==> src/hw/rtl/abpw_pkg.sv <==
// shared types, constants and helper functions for the advertising frame builder
package abpw_pkg;

    // frame geometry
    localparam int FRAME_LEN = 31;
    localparam int HDR_LEN   = 5;
    localparam int REC_BASE  = 7;
    localparam int IDX_W     = 5;
    localparam logic [IDX_W-1:0] LAST_IDX = IDX_W'(FRAME_LEN - 1);

    // whitening generator
    localparam logic [6:0] LFSR_SEED    = 7'h53;
    localparam int         WARMUP_BYTES = 13;

    // crc constants
    localparam logic [15:0] CRC_POLY = 16'h1021;
    localparam logic [15:0] CRC_INIT = 16'hFFFF;

    // record sync byte choices
    localparam logic [7:0] SYNC_HI = 8'hAA;
    localparam logic [7:0] SYNC_LO = 8'h55;

    // stream widths
    localparam int S_DATA_W = 56;
    localparam int M_DATA_W = 16;

    // configuration port
    localparam int CFG_IDX_W  = 2;
    localparam int CFG_DATA_W = 40;
    localparam logic [CFG_IDX_W-1:0] CFG_DEV_ADDR = 2'd0;
    localparam logic [CFG_IDX_W-1:0] CFG_GRP_ADDR = 2'd1;
    localparam logic [CFG_IDX_W-1:0] CFG_PROFILE  = 2'd2;

    // request queue depth
    localparam int QUEUE_DEPTH = 2;

    // one queued request, with the random-byte mixing already done
    typedef struct packed {
        logic [7:0] seq_lo;
        logic [7:0] seq_hi_x;
        logic [7:0] cmd;
        logic [7:0] pay0;
        logic [7:0] pay1;
        logic [7:0] extra;
        logic [7:0] prof_x;
        logic [7:0] rnd;
    } abpw_entry_t;

    // static address configuration seen by the frame engine
    typedef struct packed {
        logic [39:0] dev_addr;
        logic [15:0] grp_addr;
    } abpw_cfg_t;

    // whitening step result
    typedef struct packed {
        logic [6:0] state;
        logic [7:0] mask;
    } abpw_lfsr_t;

    // eight lfsr ticks, lsb of the mask first
    function automatic abpw_lfsr_t lfsr_byte(input logic [6:0] s_in);
        abpw_lfsr_t r;
        logic [6:0] s;
        logic       w;
        s = s_in;
        r.mask = '0;
        for (int b = 0; b < 8; b++) begin
            w = s[6];
            r.mask[b] = w;
            s = {s[5:0], w};
            if (w) begin
                s = s ^ 7'h10;
            end
        end
        r.state = s;
        return r;
    endfunction

    // generator state after the warm-up run, folded at elaboration
    function automatic logic [6:0] lfsr_warm();
        abpw_lfsr_t r;
        logic [6:0] s;
        s = LFSR_SEED;
        for (int i = 0; i < WARMUP_BYTES; i++) begin
            r = lfsr_byte(s);
            s = r.state;
        end
        return s;
    endfunction

    localparam logic [6:0] LFSR_WARM = lfsr_warm();

    // one byte of msb-first ccitt crc
    function automatic logic [15:0] crc_byte(input logic [15:0] c_in, input logic [7:0] d);
        logic [15:0] c;
        c = c_in ^ {d, 8'h00};
        for (int b = 0; b < 8; b++) begin
            if (c[15]) begin
                c = {c[14:0], 1'b0} ^ CRC_POLY;
            end else begin
                c = {c[14:0], 1'b0};
            end
        end
        return c;
    endfunction

    function automatic logic [7:0] rev8(input logic [7:0] v);
        logic [7:0] r;
        for (int b = 0; b < 8; b++) begin
            r[b] = v[7-b];
        end
        return r;
    endfunction

    // fixed frame header
    function automatic logic [7:0] hdr_byte(input logic [IDX_W-1:0] i);
        logic [7:0] r;
        case (i)
            5'd0:    r = 8'h02;
            5'd1:    r = 8'h01;
            5'd2:    r = 8'h01;
            5'd3:    r = 8'h1B;
            5'd4:    r = 8'h03;
            default: r = 8'h00;
        endcase
        return r;
    endfunction

endpackage

==> src/hw/rtl/ble_adv_packet_builder_whitened.sv <==
// Top level of the whitened advertising frame builder.
// The request passes through the request queue and the output register before its
// first frame byte is valid. The result channel carries one frame byte per cycle
// while m_tready holds, and the request queue (QUEUE_DEPTH entries) lets requests
// arrive during a frame.
// Reset: synchronous active-low aresetn clears configuration, queue and output.
module ble_adv_packet_builder_whitened #(
    parameter int QUEUE_DEPTH = abpw_pkg::QUEUE_DEPTH
) (
    input  logic                            aclk,
    input  logic                            aresetn,
    input  logic                            cfg_valid,
    output logic                            cfg_ready,
    input  logic [abpw_pkg::CFG_IDX_W-1:0]  cfg_index,
    input  logic [abpw_pkg::CFG_DATA_W-1:0] cfg_data,
    input  logic                            s_tvalid,
    output logic                            s_tready,
    // sequence_req[15:0], command_code[23:16], payload_byte0[31:24],
    // payload_byte1[39:32], extra_param[47:40], random_byte[55:48]
    input  logic [abpw_pkg::S_DATA_W-1:0]   s_tdata,
    output logic                            m_tvalid,
    input  logic                            m_tready,
    // frame_byte[7:0], byte_index[12:8], zero[15:13]
    output logic [abpw_pkg::M_DATA_W-1:0]   m_tdata,
    output logic                            m_tlast
);
    import abpw_pkg::*;

    logic        q_full;
    logic        q_push;
    logic        q_pop;
    logic        q_not_empty;
    abpw_entry_t q_entry;
    abpw_entry_t q_head;
    abpw_cfg_t   cfg;

    // request intake and configuration
    abpw_front u_front (
        .aclk      (aclk),
        .aresetn   (aresetn),
        .cfg_valid (cfg_valid),
        .cfg_ready (cfg_ready),
        .cfg_index (cfg_index),
        .cfg_data  (cfg_data),
        .s_tvalid  (s_tvalid),
        .s_tready  (s_tready),
        .s_tdata   (s_tdata),
        .q_full    (q_full),
        .q_push    (q_push),
        .q_entry   (q_entry),
        .cfg_out   (cfg)
    );

    // decoupling queue
    abpw_queue #(
        .DEPTH (QUEUE_DEPTH)
    ) u_queue (
        .aclk       (aclk),
        .aresetn    (aresetn),
        .push       (q_push),
        .push_entry (q_entry),
        .pop        (q_pop),
        .full       (q_full),
        .not_empty  (q_not_empty),
        .head       (q_head)
    );

    // frame engine
    abpw_back u_back (
        .aclk        (aclk),
        .aresetn     (aresetn),
        .q_not_empty (q_not_empty),
        .q_head      (q_head),
        .cfg_in      (cfg),
        .q_pop       (q_pop),
        .m_tvalid    (m_tvalid),
        .m_tready    (m_tready),
        .m_tdata     (m_tdata),
        .m_tlast     (m_tlast)
    );

endmodule

==> src/hw/rtl/abpw_front.sv <==
// front end: configuration registers and request unpacking into queue entries
module abpw_front (
    input  logic                           aclk,
    input  logic                           aresetn,
    input  logic                           cfg_valid,
    output logic                           cfg_ready,
    input  logic [abpw_pkg::CFG_IDX_W-1:0] cfg_index,
    input  logic [abpw_pkg::CFG_DATA_W-1:0] cfg_data,
    input  logic                           s_tvalid,
    output logic                           s_tready,
    // sequence_req[15:0], command_code[23:16], payload_byte0[31:24],
    // payload_byte1[39:32], extra_param[47:40], random_byte[55:48]
    input  logic [abpw_pkg::S_DATA_W-1:0]  s_tdata,
    input  logic                           q_full,
    output logic                           q_push,
    output abpw_pkg::abpw_entry_t          q_entry,
    output abpw_pkg::abpw_cfg_t            cfg_out
);
    import abpw_pkg::*;

    logic [39:0] dev_addr_reg;
    logic [15:0] grp_addr_reg;
    logic [7:0]  profile_reg;
    logic [7:0]  rnd;

    assign cfg_ready = 1'b1;

    // configuration register writes, unknown indexes dropped
    always_ff @(posedge aclk) begin
        if (!aresetn) begin
            dev_addr_reg <= '0;
            grp_addr_reg <= '0;
            profile_reg  <= '0;
        end else if (cfg_valid && cfg_ready) begin
            case (cfg_index)
                CFG_DEV_ADDR: dev_addr_reg <= cfg_data[39:0];
                CFG_GRP_ADDR: grp_addr_reg <= cfg_data[15:0];
                CFG_PROFILE:  profile_reg  <= cfg_data[7:0];
                default:      ;
            endcase
        end
    end

    assign cfg_out.dev_addr = dev_addr_reg;
    assign cfg_out.grp_addr = grp_addr_reg;

    // request accept while the queue has room
    assign s_tready = !q_full;
    assign q_push   = s_tvalid && s_tready;

    // unpack and premix with the random byte
    assign rnd              = s_tdata[55:48];
    assign q_entry.seq_lo   = s_tdata[7:0];
    assign q_entry.seq_hi_x = s_tdata[15:8] ^ rnd;
    assign q_entry.cmd      = s_tdata[23:16];
    assign q_entry.pay0     = s_tdata[31:24];
    assign q_entry.pay1     = s_tdata[39:32];
    assign q_entry.extra    = s_tdata[47:40];
    assign q_entry.prof_x   = profile_reg ^ rnd;
    assign q_entry.rnd      = rnd;

endmodule

==> src/hw/rtl/abpw_queue.sv <==
// small request queue between front end and frame engine
module abpw_queue #(
    parameter int DEPTH = abpw_pkg::QUEUE_DEPTH
) (
    input  logic                  aclk,
    input  logic                  aresetn,
    input  logic                  push,
    input  abpw_pkg::abpw_entry_t push_entry,
    input  logic                  pop,
    output logic                  full,
    output logic                  not_empty,
    output abpw_pkg::abpw_entry_t head
);
    import abpw_pkg::*;

    localparam int PTR_W = (DEPTH > 1) ? $clog2(DEPTH) : 1;
    localparam int CNT_W = $clog2(DEPTH + 1);
    localparam logic [PTR_W-1:0] PTR_LAST = PTR_W'(DEPTH - 1);
    localparam logic [CNT_W-1:0] CNT_FULL = CNT_W'(DEPTH);

    abpw_entry_t      slot_reg [DEPTH];
    logic [PTR_W-1:0] wr_ptr_reg, wr_ptr_next;
    logic [PTR_W-1:0] rd_ptr_reg, rd_ptr_next;
    logic [CNT_W-1:0] count_reg, count_next;

    assign full      = (count_reg == CNT_FULL);
    assign not_empty = (count_reg != '0);
    assign head      = slot_reg[rd_ptr_reg];

    // pointer and fill count update
    always_comb begin
        wr_ptr_next = wr_ptr_reg;
        rd_ptr_next = rd_ptr_reg;
        count_next  = count_reg;
        if (push) begin
            wr_ptr_next = (wr_ptr_reg == PTR_LAST) ? '0 : wr_ptr_reg + 1'b1;
        end
        if (pop) begin
            rd_ptr_next = (rd_ptr_reg == PTR_LAST) ? '0 : rd_ptr_reg + 1'b1;
        end
        if (push && !pop) begin
            count_next = count_reg + 1'b1;
        end else if (pop && !push) begin
            count_next = count_reg - 1'b1;
        end
    end

    always_ff @(posedge aclk) begin
        if (!aresetn) begin
            wr_ptr_reg <= '0;
            rd_ptr_reg <= '0;
            count_reg  <= '0;
        end else begin
            wr_ptr_reg <= wr_ptr_next;
            rd_ptr_reg <= rd_ptr_next;
            count_reg  <= count_next;
        end
    end

    // entry storage
    always_ff @(posedge aclk) begin
        if (push) begin
            slot_reg[wr_ptr_reg] <= push_entry;
        end
    end

    // queue never goes past its depth
    assert property (@(posedge aclk) disable iff (!aresetn) count_reg <= CNT_FULL)
        else $error("request queue count overflow");

    // a pop always has something to take
    assert property (@(posedge aclk) disable iff (!aresetn) pop |-> not_empty)
        else $error("pop from empty request queue");

    // full queue with no pop keeps its count
    assert property (@(posedge aclk) disable iff (!aresetn)
        (full && !pop) |=> full)
        else $error("full queue lost an entry");

endmodule

==> src/hw/rtl/abpw_back.sv <==
// frame engine: builds, bit-reverses, whitens and streams the 31 frame bytes
module abpw_back (
    input  logic                          aclk,
    input  logic                          aresetn,
    input  logic                          q_not_empty,
    input  abpw_pkg::abpw_entry_t         q_head,
    input  abpw_pkg::abpw_cfg_t           cfg_in,
    output logic                          q_pop,
    output logic                          m_tvalid,
    input  logic                          m_tready,
    // frame_byte[7:0], byte_index[12:8], zero[15:13]
    output logic [abpw_pkg::M_DATA_W-1:0] m_tdata,
    output logic                          m_tlast
);
    import abpw_pkg::*;

    localparam logic [IDX_W-1:0] HDR_END   = IDX_W'(HDR_LEN);
    localparam logic [IDX_W-1:0] REC_START = IDX_W'(REC_BASE);

    logic [IDX_W-1:0] idx_reg, idx_next;
    logic [6:0]       lfsr_reg, lfsr_next;
    logic [15:0]      crca_reg, crca_next;
    logic [15:0]      crcb_reg, crcb_next;
    logic             valid_reg, valid_next;
    logic [7:0]       byte_reg, byte_next;
    logic [IDX_W-1:0] oidx_reg, oidx_next;
    logic             last_reg, last_next;

    logic             load;
    logic             adv;
    logic [IDX_W-1:0] rec_j;
    logic [7:0]       rec_byte;
    logic [6:0]       lfsr_src;
    abpw_lfsr_t       wht;
    logic [7:0]       out_byte;
    logic [7:0]       addr [5];

    // output slot free or being drained
    assign load  = !valid_reg || m_tready;
    assign adv   = load && q_not_empty;
    assign q_pop = adv && (idx_reg == LAST_IDX);
    assign rec_j = idx_reg - REC_START;

    always_comb begin
        for (int i = 0; i < 5; i++) begin
            addr[i] = cfg_in.dev_addr[39-8*i -: 8];
        end
    end

    // logical record byte at the current position
    always_comb begin
        case (rec_j)
            5'd0:    rec_byte = addr[0][7] ? SYNC_HI : SYNC_LO;
            5'd1:    rec_byte = addr[0];
            5'd2:    rec_byte = addr[1];
            5'd3:    rec_byte = addr[2];
            5'd4:    rec_byte = addr[3];
            5'd5:    rec_byte = addr[4];
            5'd6:    rec_byte = addr[4];
            5'd7:    rec_byte = addr[4];
            5'd8:    rec_byte = q_head.cmd;
            5'd9:    rec_byte = cfg_in.grp_addr[15:8];
            5'd10:   rec_byte = cfg_in.grp_addr[7:0];
            5'd11:   rec_byte = q_head.pay0;
            5'd12:   rec_byte = q_head.pay1;
            5'd13:   rec_byte = q_head.extra;
            5'd14:   rec_byte = q_head.seq_lo;
            5'd16:   rec_byte = q_head.prof_x;
            5'd17:   rec_byte = q_head.seq_hi_x;
            5'd19:   rec_byte = q_head.rnd;
            5'd20:   rec_byte = crca_reg[15:8];
            5'd21:   rec_byte = crca_reg[7:0];
            5'd22:   rec_byte = crcb_reg[15:8];
            5'd23:   rec_byte = crcb_reg[7:0];
            default: rec_byte = 8'h00;
        endcase
    end

    // whitening restarts from the warmed-up state on the first coded byte
    assign lfsr_src = (idx_reg == HDR_END) ? LFSR_WARM : lfsr_reg;
    assign wht      = lfsr_byte(lfsr_src);

    // frame byte select: header, whitened zero prefix, or reversed and whitened record byte
    always_comb begin
        if (idx_reg < HDR_END) begin
            out_byte = hdr_byte(idx_reg);
        end else if (idx_reg < REC_START) begin
            out_byte = wht.mask;
        end else begin
            out_byte = rev8(rec_byte) ^ wht.mask;
        end
    end

    // position, whitening and running crc updates
    always_comb begin
        idx_next  = idx_reg;
        lfsr_next = lfsr_reg;
        crca_next = crca_reg;
        crcb_next = crcb_reg;
        if (adv) begin
            idx_next  = (idx_reg == LAST_IDX) ? '0 : idx_reg + 1'b1;
            lfsr_next = wht.state;
            if (rec_j == 5'd8) begin
                crca_next = crc_byte({8'hFF, ~q_head.rnd}, rec_byte);
            end else if (rec_j inside {[5'd9:5'd12]}) begin
                crca_next = crc_byte(crca_reg, rec_byte);
            end
            if (rec_j == 5'd1) begin
                crcb_next = crc_byte(CRC_INIT, rec_byte);
            end else if (rec_j inside {[5'd2:5'd5], [5'd8:5'd14]}) begin
                crcb_next = crc_byte(crcb_reg, rec_byte);
            end
        end
    end

    // output register
    always_comb begin
        valid_next = valid_reg;
        byte_next  = byte_reg;
        oidx_next  = oidx_reg;
        last_next  = last_reg;
        if (load) begin
            valid_next = q_not_empty;
            byte_next  = out_byte;
            oidx_next  = idx_reg;
            last_next  = (idx_reg == LAST_IDX);
        end
    end

    always_ff @(posedge aclk) begin
        if (!aresetn) begin
            idx_reg   <= '0;
            valid_reg <= 1'b0;
        end else begin
            idx_reg   <= idx_next;
            valid_reg <= valid_next;
        end
    end

    always_ff @(posedge aclk) begin
        lfsr_reg <= lfsr_next;
        crca_reg <= crca_next;
        crcb_reg <= crcb_next;
        byte_reg <= byte_next;
        oidx_reg <= oidx_next;
        last_reg <= last_next;
    end

    assign m_tvalid = valid_reg;
    assign m_tdata  = {3'b000, oidx_reg, byte_reg};
    assign m_tlast  = last_reg;

    // frame position stays inside the frame
    assert property (@(posedge aclk) disable iff (!aresetn) idx_reg <= LAST_IDX)
        else $error("frame position out of range");

    // last flag travels only with the final position
    assert property (@(posedge aclk) disable iff (!aresetn)
        (valid_reg && last_reg) |-> (oidx_reg == LAST_IDX))
        else $error("last flag on wrong frame byte");

    // a request leaves the queue in the same cycle that its final byte is loaded
    assert property (@(posedge aclk) disable iff (!aresetn)
        q_pop |=> (idx_reg == '0) && valid_reg && last_reg)
        else $error("request popped before frame end");

    // each loaded byte follows the previous one in the frame
    assert property (@(posedge aclk) disable iff (!aresetn)
        (adv && idx_reg != LAST_IDX) |=> (idx_reg == $past(idx_reg) + 1'b1))
        else $error("frame position skipped");

endmodule

==> config.mk <==
export PLATFORM = sky130hd
export DESIGN_NAME = ble_adv_packet_builder_whitened
export DESIGN_NICKNAME = d
export VERILOG_FILES = /design/src/hw/rtl/abpw_pkg.sv /design/src/hw/rtl/ble_adv_packet_builder_whitened.sv /design/src/hw/rtl/abpw_front.sv /design/src/hw/rtl/abpw_queue.sv /design/src/hw/rtl/abpw_back.sv
export SDC_FILE = /design/constraint.sdc
export NUM_CORES = 1
export LEC_CHECK = 0
export BUFFER_PORTS_ARGS = -buffer_cell sky130_fd_sc_hd__buf_2
export CORE_MARGIN = 2
export CORE_UTILIZATION = 40
export DETAILED_ROUTE_END_ITERATION = 10
export SLEW_MARGIN = 40
export SYNTH_ARGS = -nofsm -noshare
export SYNTH_HDL_FRONTEND = slang
export SYNTH_SLANG_ARGS = --single-unit
==> constraint.sdc <==
create_clock -name aclk -period 7.2 [get_ports aclk]
set_input_delay 1.08 -clock aclk [delete_from_list [all_inputs] [get_ports aclk]]
set_output_delay 1.08 -clock aclk [all_outputs]
set_load 0.05 [all_outputs]
# Word level (Yosys, flattened, before mapping)
# Memory sizes are Yosys's and may differ from the RTL's. A register that Yosys moved wholly into a read port is not among the register bits.
# Cells that the tools add are included.
word_totals:
  ff_bits: 127
  latchBits: 0
  mem_bits_rw: 128
  mem_bits_ro: 0
  input_bits: 103
  output_inout_bits: 20
  word_cells: 264
  n_memories: 1
memory_table:
  columns: ["name", "depth", "word_bits", "rd", "rd_clocked_by_memory_dff", "write_ports", "line_no", "source"]
  rows:
  - ["u_queue.slot_reg", 2, 64, 1, 1, 1, "abpw_queue.sv:21", "abpw_entry_t slot_reg [DEPTH];"]
op_classes:
  add_sub_neg: 6
  n_mul: 0
  n_div: 0
  order_cmp: 8
  eq_ne: 30
  shift: 0
  n_mux: 129
  bitwise_logic: 48
  reduce_logical: 28
op_table:
  columns: ["cell", "count"]
  rows:
  - ["16-bit 2-to-1 mux", 74]
  - ["13-bit 2-to-1 mux", 32]
  - ["8-bit one-hot mux with 20 select lines", 1]
  - ["3-bit NOT", 32]
  - ["16-bit XOR", 3]
  - ["5-bit 2-to-1 mux", 9]
  - ["5-bit == test (second input constant)", 8]
  - ["5-bit by 4-bit == test with 1-bit output (second input constant)", 7]
  - ["5-bit by 3-bit == test with 1-bit output (second input constant)", 6]
  - ["8-bit 2-to-1 mux", 3]
  - ["8-bit XOR", 3]
  - ["5-bit by 2-bit == test with 1-bit output (second input constant)", 4]
  - ["5-bit one-hot mux with 4 select lines", 1]
  - ["16-bit NOT", 1]
  - ["5-bit by 1-bit == test with 1-bit output (second input constant)", 2]
  - ["5-bit by 4-bit greater-or-equal comparator with 1-bit output (second input constant)", 2]
  - ["5-bit by 4-bit <= comparator with 1-bit output (second input constant)", 2]
  - ["5-bit logical NOT", 2]
  - ["5-bit by 3-bit less-than comparator with 1-bit output (second input constant)", 2]
  - ["2-bit AND reduction", 5]
  - ["2-bit nonzero test", 5]
  - ["1-bit logical AND", 8]
  - ["1-bit NOT", 8]
  - ["8-bit NOT", 1]
  - ["17 further kinds", 28]

# Longest topological paths before layout
logic_depth:
  ltp_word: 44
  ltp_mapped: 14
  depth_no_buf: 10

# Cells and area by module
# From an unflattened synthesis, not the netlist that was laid out.
unflattened:
  cells_unflattened: 1099
  area_unflattened_um2: 13088.8
by_module_without_submodules:
  columns: ["module", "n_inst", "cells_each", "area_each_um2", "seq_area_each_um2"]
  rows:
  - ["abpw_back", 1, 556, 5221.3, 1711.6]
  - ["abpw_queue", 1, 221, 4860.9, 3943.8]
  - ["abpw_front", 1, 322, 3006.6, 1281.2]

# Least setup slack after synthesis
# OpenSTA, ideal clock, no wires.
synth_timing:
  path_type: "input-to-reg"
  startpoint: "input port s_tvalid"
  endpoint: "memory u_queue.slot_reg[0][0] (netlist name), enable pin"
  setup_time_ps: 488
  t_arrival_ps: 3875
  required_time_ps: 6712
  setup_slack_ps: 2837
  stages: 2
  n_path_buf: 0
  cell_sequence: "nand2_1 nor2_1"
synth_via:
  elab_chain_len: 3
synth_lines:
  columns: ["element", "line_no", "source"]
  rows:
  - ["start: declaration", "ble_adv_packet_builder_whitened.sv:16", "input logic s_tvalid,"]
  - ["1-bit logical AND", "abpw_front.sv:49", "assign q_push = s_tvalid && s_tready;"]
  - ["1-bit 2-to-1 mux", "abpw_queue.sv:62", "if (push) begin"]
  - ["1-bit 2-to-1 mux (not written as such)", "abpw_queue.sv:63", "slot_reg[wr_ptr_reg] <= push_entry;"]
  - ["end: declaration", "abpw_queue.sv:21", null]
# No other way between the ends.

# Worst setup path in the final report
layout_timing:
  startpoint: "register u_back.idx_reg[0]"
  endpoint: "register u_back.crca_reg[12] (data pin)"
layout_via:
  elab_chain_len: 37
layout_lines:
  columns: ["element", "line_no", "source"]
  rows:
  - ["start: declaration", "abpw_back.sv:20", "logic [IDX_W-1:0] idx_reg, idx_next;"]
  - ["start signal: assignment", "abpw_back.sv:135", "idx_reg <= idx_next;"]
  - ["5-bit by 3-bit subtractor with 5-bit output *", "abpw_back.sv:42", "assign rec_j = idx_reg - REC_START;"]
  - ["5-bit by 3-bit == test with 1-bit output", "abpw_back.sv:52", "case (rec_j)"]
  - ["3-bit OR reduction (no source line)", null, null]
  - ["8-bit one-hot mux with 20 select lines", "abpw_back.sv:52", null]
  - ["16-bit XOR", "abpw_pkg.sv:97", "c = c_in ^ {d, 8'h00};"]
  - ["13-bit 2-to-1 mux", "abpw_pkg.sv:99", "if (c[15]) begin"]
  - ["16-bit 2-to-1 mux", "abpw_back.sv:105", "end else if (rec_j inside {[5'd9:5'd12]}) begin"]
  - ["16-bit 2-to-1 mux", "abpw_back.sv:103", "if (rec_j == 5'd8) begin"]
  - ["(+21 left out)", null, null]
  - ["13-bit 2-to-1 mux", "abpw_pkg.sv:99", null]
  - ["16-bit 2-to-1 mux", "abpw_back.sv:105", null]
  - ["16-bit 2-to-1 mux", "abpw_back.sv:103", null]
  - ["16-bit 2-to-1 mux", "abpw_back.sv:100", "if (adv) begin"]
  - ["3-bit NOT (no source line)", null, null]
  - ["13-bit 2-to-1 mux", "abpw_pkg.sv:99", null]
  - ["16-bit 2-to-1 mux", "abpw_back.sv:105", null]
  - ["16-bit 2-to-1 mux *", "abpw_back.sv:103", null]
  - ["end signal: assignment", "abpw_back.sv:142", "crca_reg <= crca_next;"]
  - ["end: declaration", "abpw_back.sv:22", "logic [15:0] crca_reg, crca_next;"]
# Mark *: on every way between the ends. The rest lies on a longest branch, timed or not. The select of a mux whose other input is x is not followed.
# A chain may end at the register's enable or synchronous reset.

==> out/results.txt <==
Status -> finished, final reports clean
Filler cells -> 2789
EDFF count, synth -> 181
Synth Flop Type -> edfxtp_1
Final wirelength -> 35500 um
Flops & latches, synth -> 256
Final setup TNS -> 0 ns
CTS H-tree lvls -> 1
Dpl ws -> 2.34 ns
Arrival time at the worst endpoint -> 5.12 ns
Asr flop ratio synth -> 0%
Area growth from synthesis to layout -> 15.5%
Register area -> 6940 um^2
Fin crit period -> 4.82 ns
WL/cell -> 22.7 um
F_max -> 0.208 GHz
Fin. max-slew vios -> 0
Slew @ Worst Pin -> 0.897 ns
Rel. slew slack -> 38.6%
GRT Residual Overflow -> 0
Post-route DRC -> 0
Yosys top cell by area -> edfxtp_1
Synth Warn # -> 0
Power after layout -> 0.00383 W
CTS tree -> yes
Peak supply drop -> 0.149 mV
Total Routing Usage GR -> 21.7%
Yosys top cell area share -> 44.0%
Via density -> 5.43
Initial antenna violation count -> 0
Post_cts resized -> 0
Largest driver fanout on the critical path -> 19
Diodes inserted -> 0
FF-to-FF setup slack -> 2.38 ns
Die span in y -> 180 um
Initial Util -> 40.5%
Multi-input logic area -> 5110 um^2
Synthesized area per cell -> 11.8 um^2
Power per Cell Area -> 269 nW/um^2
Global-route wire length before repair -> 53000 um
Vias in the first global route -> 8345
Placed cell areas -> 13200 um^2
Hold buffer count at cts -> 0
HP Class -> reg -> reg
Vias -> 8485
Largest net degree at the start of global routing -> 76
Hpwl dp -> 26100 um
Port buffer count -> 118
Final Skew -> 0.0160 ns
Most frequent cell after synthesis -> edfxtp_1
Reg2Reg Depth -> 9
Final net count -> 1253
Mapped cell area -> 12300 um^2
# Max-Cap Violations -> 0
RSZ-0062 raised after global routing -> false
Max reg flops -> 128
Final setup fails -> 0
Layout cell share with drive strength beyond 1 -> 19.4%
Die width -> 180 um
Clock Pin Slew Worst Setup and Hold Paths -> 0.06 ns
IO Pins -> 123
CP required -> 7.50 ns
CTS Buffer Depth -> 3
Rows -> 64
Worst hold margin -> 0.465 ns
Hold depth -> 2
Gate Count Post-Synth -> 1050
Root buffer cell -> clkbuf_16
Post-route ant nets -> 0
DRT iter0 DRCs -> 653
Post-CTS setup buffer count -> 0
DIE AREA -> 32300 um^2
CP Capture Type -> flip-flop
Critical Path Start Type -> flip-flop
CTS Buf Count -> 28
Library cells used by synthesis -> 81
Final Hold Vio Count -> 0
Core Area -> 30500 um^2
Final WS setup -> 2.38 ns
Final instance area -> 14300 um^2
CTS sink cnt -> 256
Ranking of synthesized cells by area -> edfxtp_1 (44%), dfxtp_1 (12%), mux2i_1 (5.5%)
Clk_lat worst skew -> 0.57 ns
First-pass DRT Iterations -> 5
Kind of critical path -> reg -> reg
Period Utilization, post-route -> 66.9%
Most frequent cells after synthesis -> edfxtp_1 (181), nand2_1 (158), dfxtp_1 (75)
Pleak -> 5.11 nW
GPL Wtd Cong -> 0.975
Sequential share of the synthesized area -> 56.2%
-- worst paths after layout --
path,startpoint,to
worst max-delay path,u_back.idx_reg[0],u_back.crca_reg[12]
worst min register to register,u_front.grp_addr_reg[11],u_front.grp_addr_reg[11]
worst min-delay path,u_front.grp_addr_reg[11],u_front.grp_addr_reg[11]
worst max register to register,u_back.idx_reg[0],u_back.crca_reg[12]
-- cells in the final DEF, fill, tap and decap left out, types with 11 or more instances in the layout --
cell type,Yosys,final
buf_2,13,118
and2_1,11,11
a21oi_1,27,26
clkbuf_16,0,30
dfxtp_1,75,72
nor2b_1,19,19
a22oi_1,15,15
xnor2_1,43,43
o21ai_0,26,25
edfxtp_1,181,181
nand3_1,13,13
mux2_2,17,17
mux2i_1,68,68
nand2_1,158,158
o22ai_1,13,13
a21boi_0,61,61
nor3_1,11,11
nor2_1,48,47
xor2_1,49,49
-- routing by layer --
layer	wire (um)	vias to the layer above	GRT usage, %	part of all wire, %
li1	-	4002	-	-
met1	16100	4096	31.0	45
met2	16000	324	34.3	45
met3	2290	63	2.98	6.5
met4	1080	0	6.89	3.0
met5	0	-	0	0
-- cells by family after synthesis --
| family | synth area share (%) |
|---|---|
| AO/OA/AOI/OAI | 12.9 |
| flip-flops | 56.2 |
| AND/OR/NAND/NOR | 12.1 |
| XOR/XNOR | 8.29 |
| other | 0.0608 |
| adder cells (fa/ha/maj) | 0.507 |
| buffers and inverters | 2.87 |
| multiplexers | 7.07 |
-- final cells by class --
cell class              instances  share of cell area, %
clock inverters                10                   1.11
repair buffers                130                   4.83
well taps                     396                   3.47
clock buffers                  42                   5.86
inverters                       9                  0.237
multi-input cells             720                   35.8
flip-flops and latches        256                   48.7
-- where the power goes --
part	leakage, nW	total [W]	internal, W	switching [W]
combinational	2.30	0.000530	0.000168	0.000362
sequential	2.32	0.00178	0.00172	0.0000579
clock	0.486	0.00152	0.000916	0.000606
-- through the flow --
step / instances / utilization (%)
CTS: 1563 / 46.7
global route: 1563 / 46.7
floorplan: 1052 / -
detailed placement: 1511 / 43.4
global placement: 1511 / 43.4
finish: 1563 / 46.7
-- critical path, cell delays in order (launching register included) --
cell       delay [ns]
dfxtp_1          0.83
inv_1            0.15
ha_1             0.55
nand2b_1         0.27
a21o_1           0.43
nor2_1           0.10
a2111oi_0        0.81
nand3_2          0.48
xor2_4           0.45
xnor3_1          0.46
(Power assumes the default switching activity.)
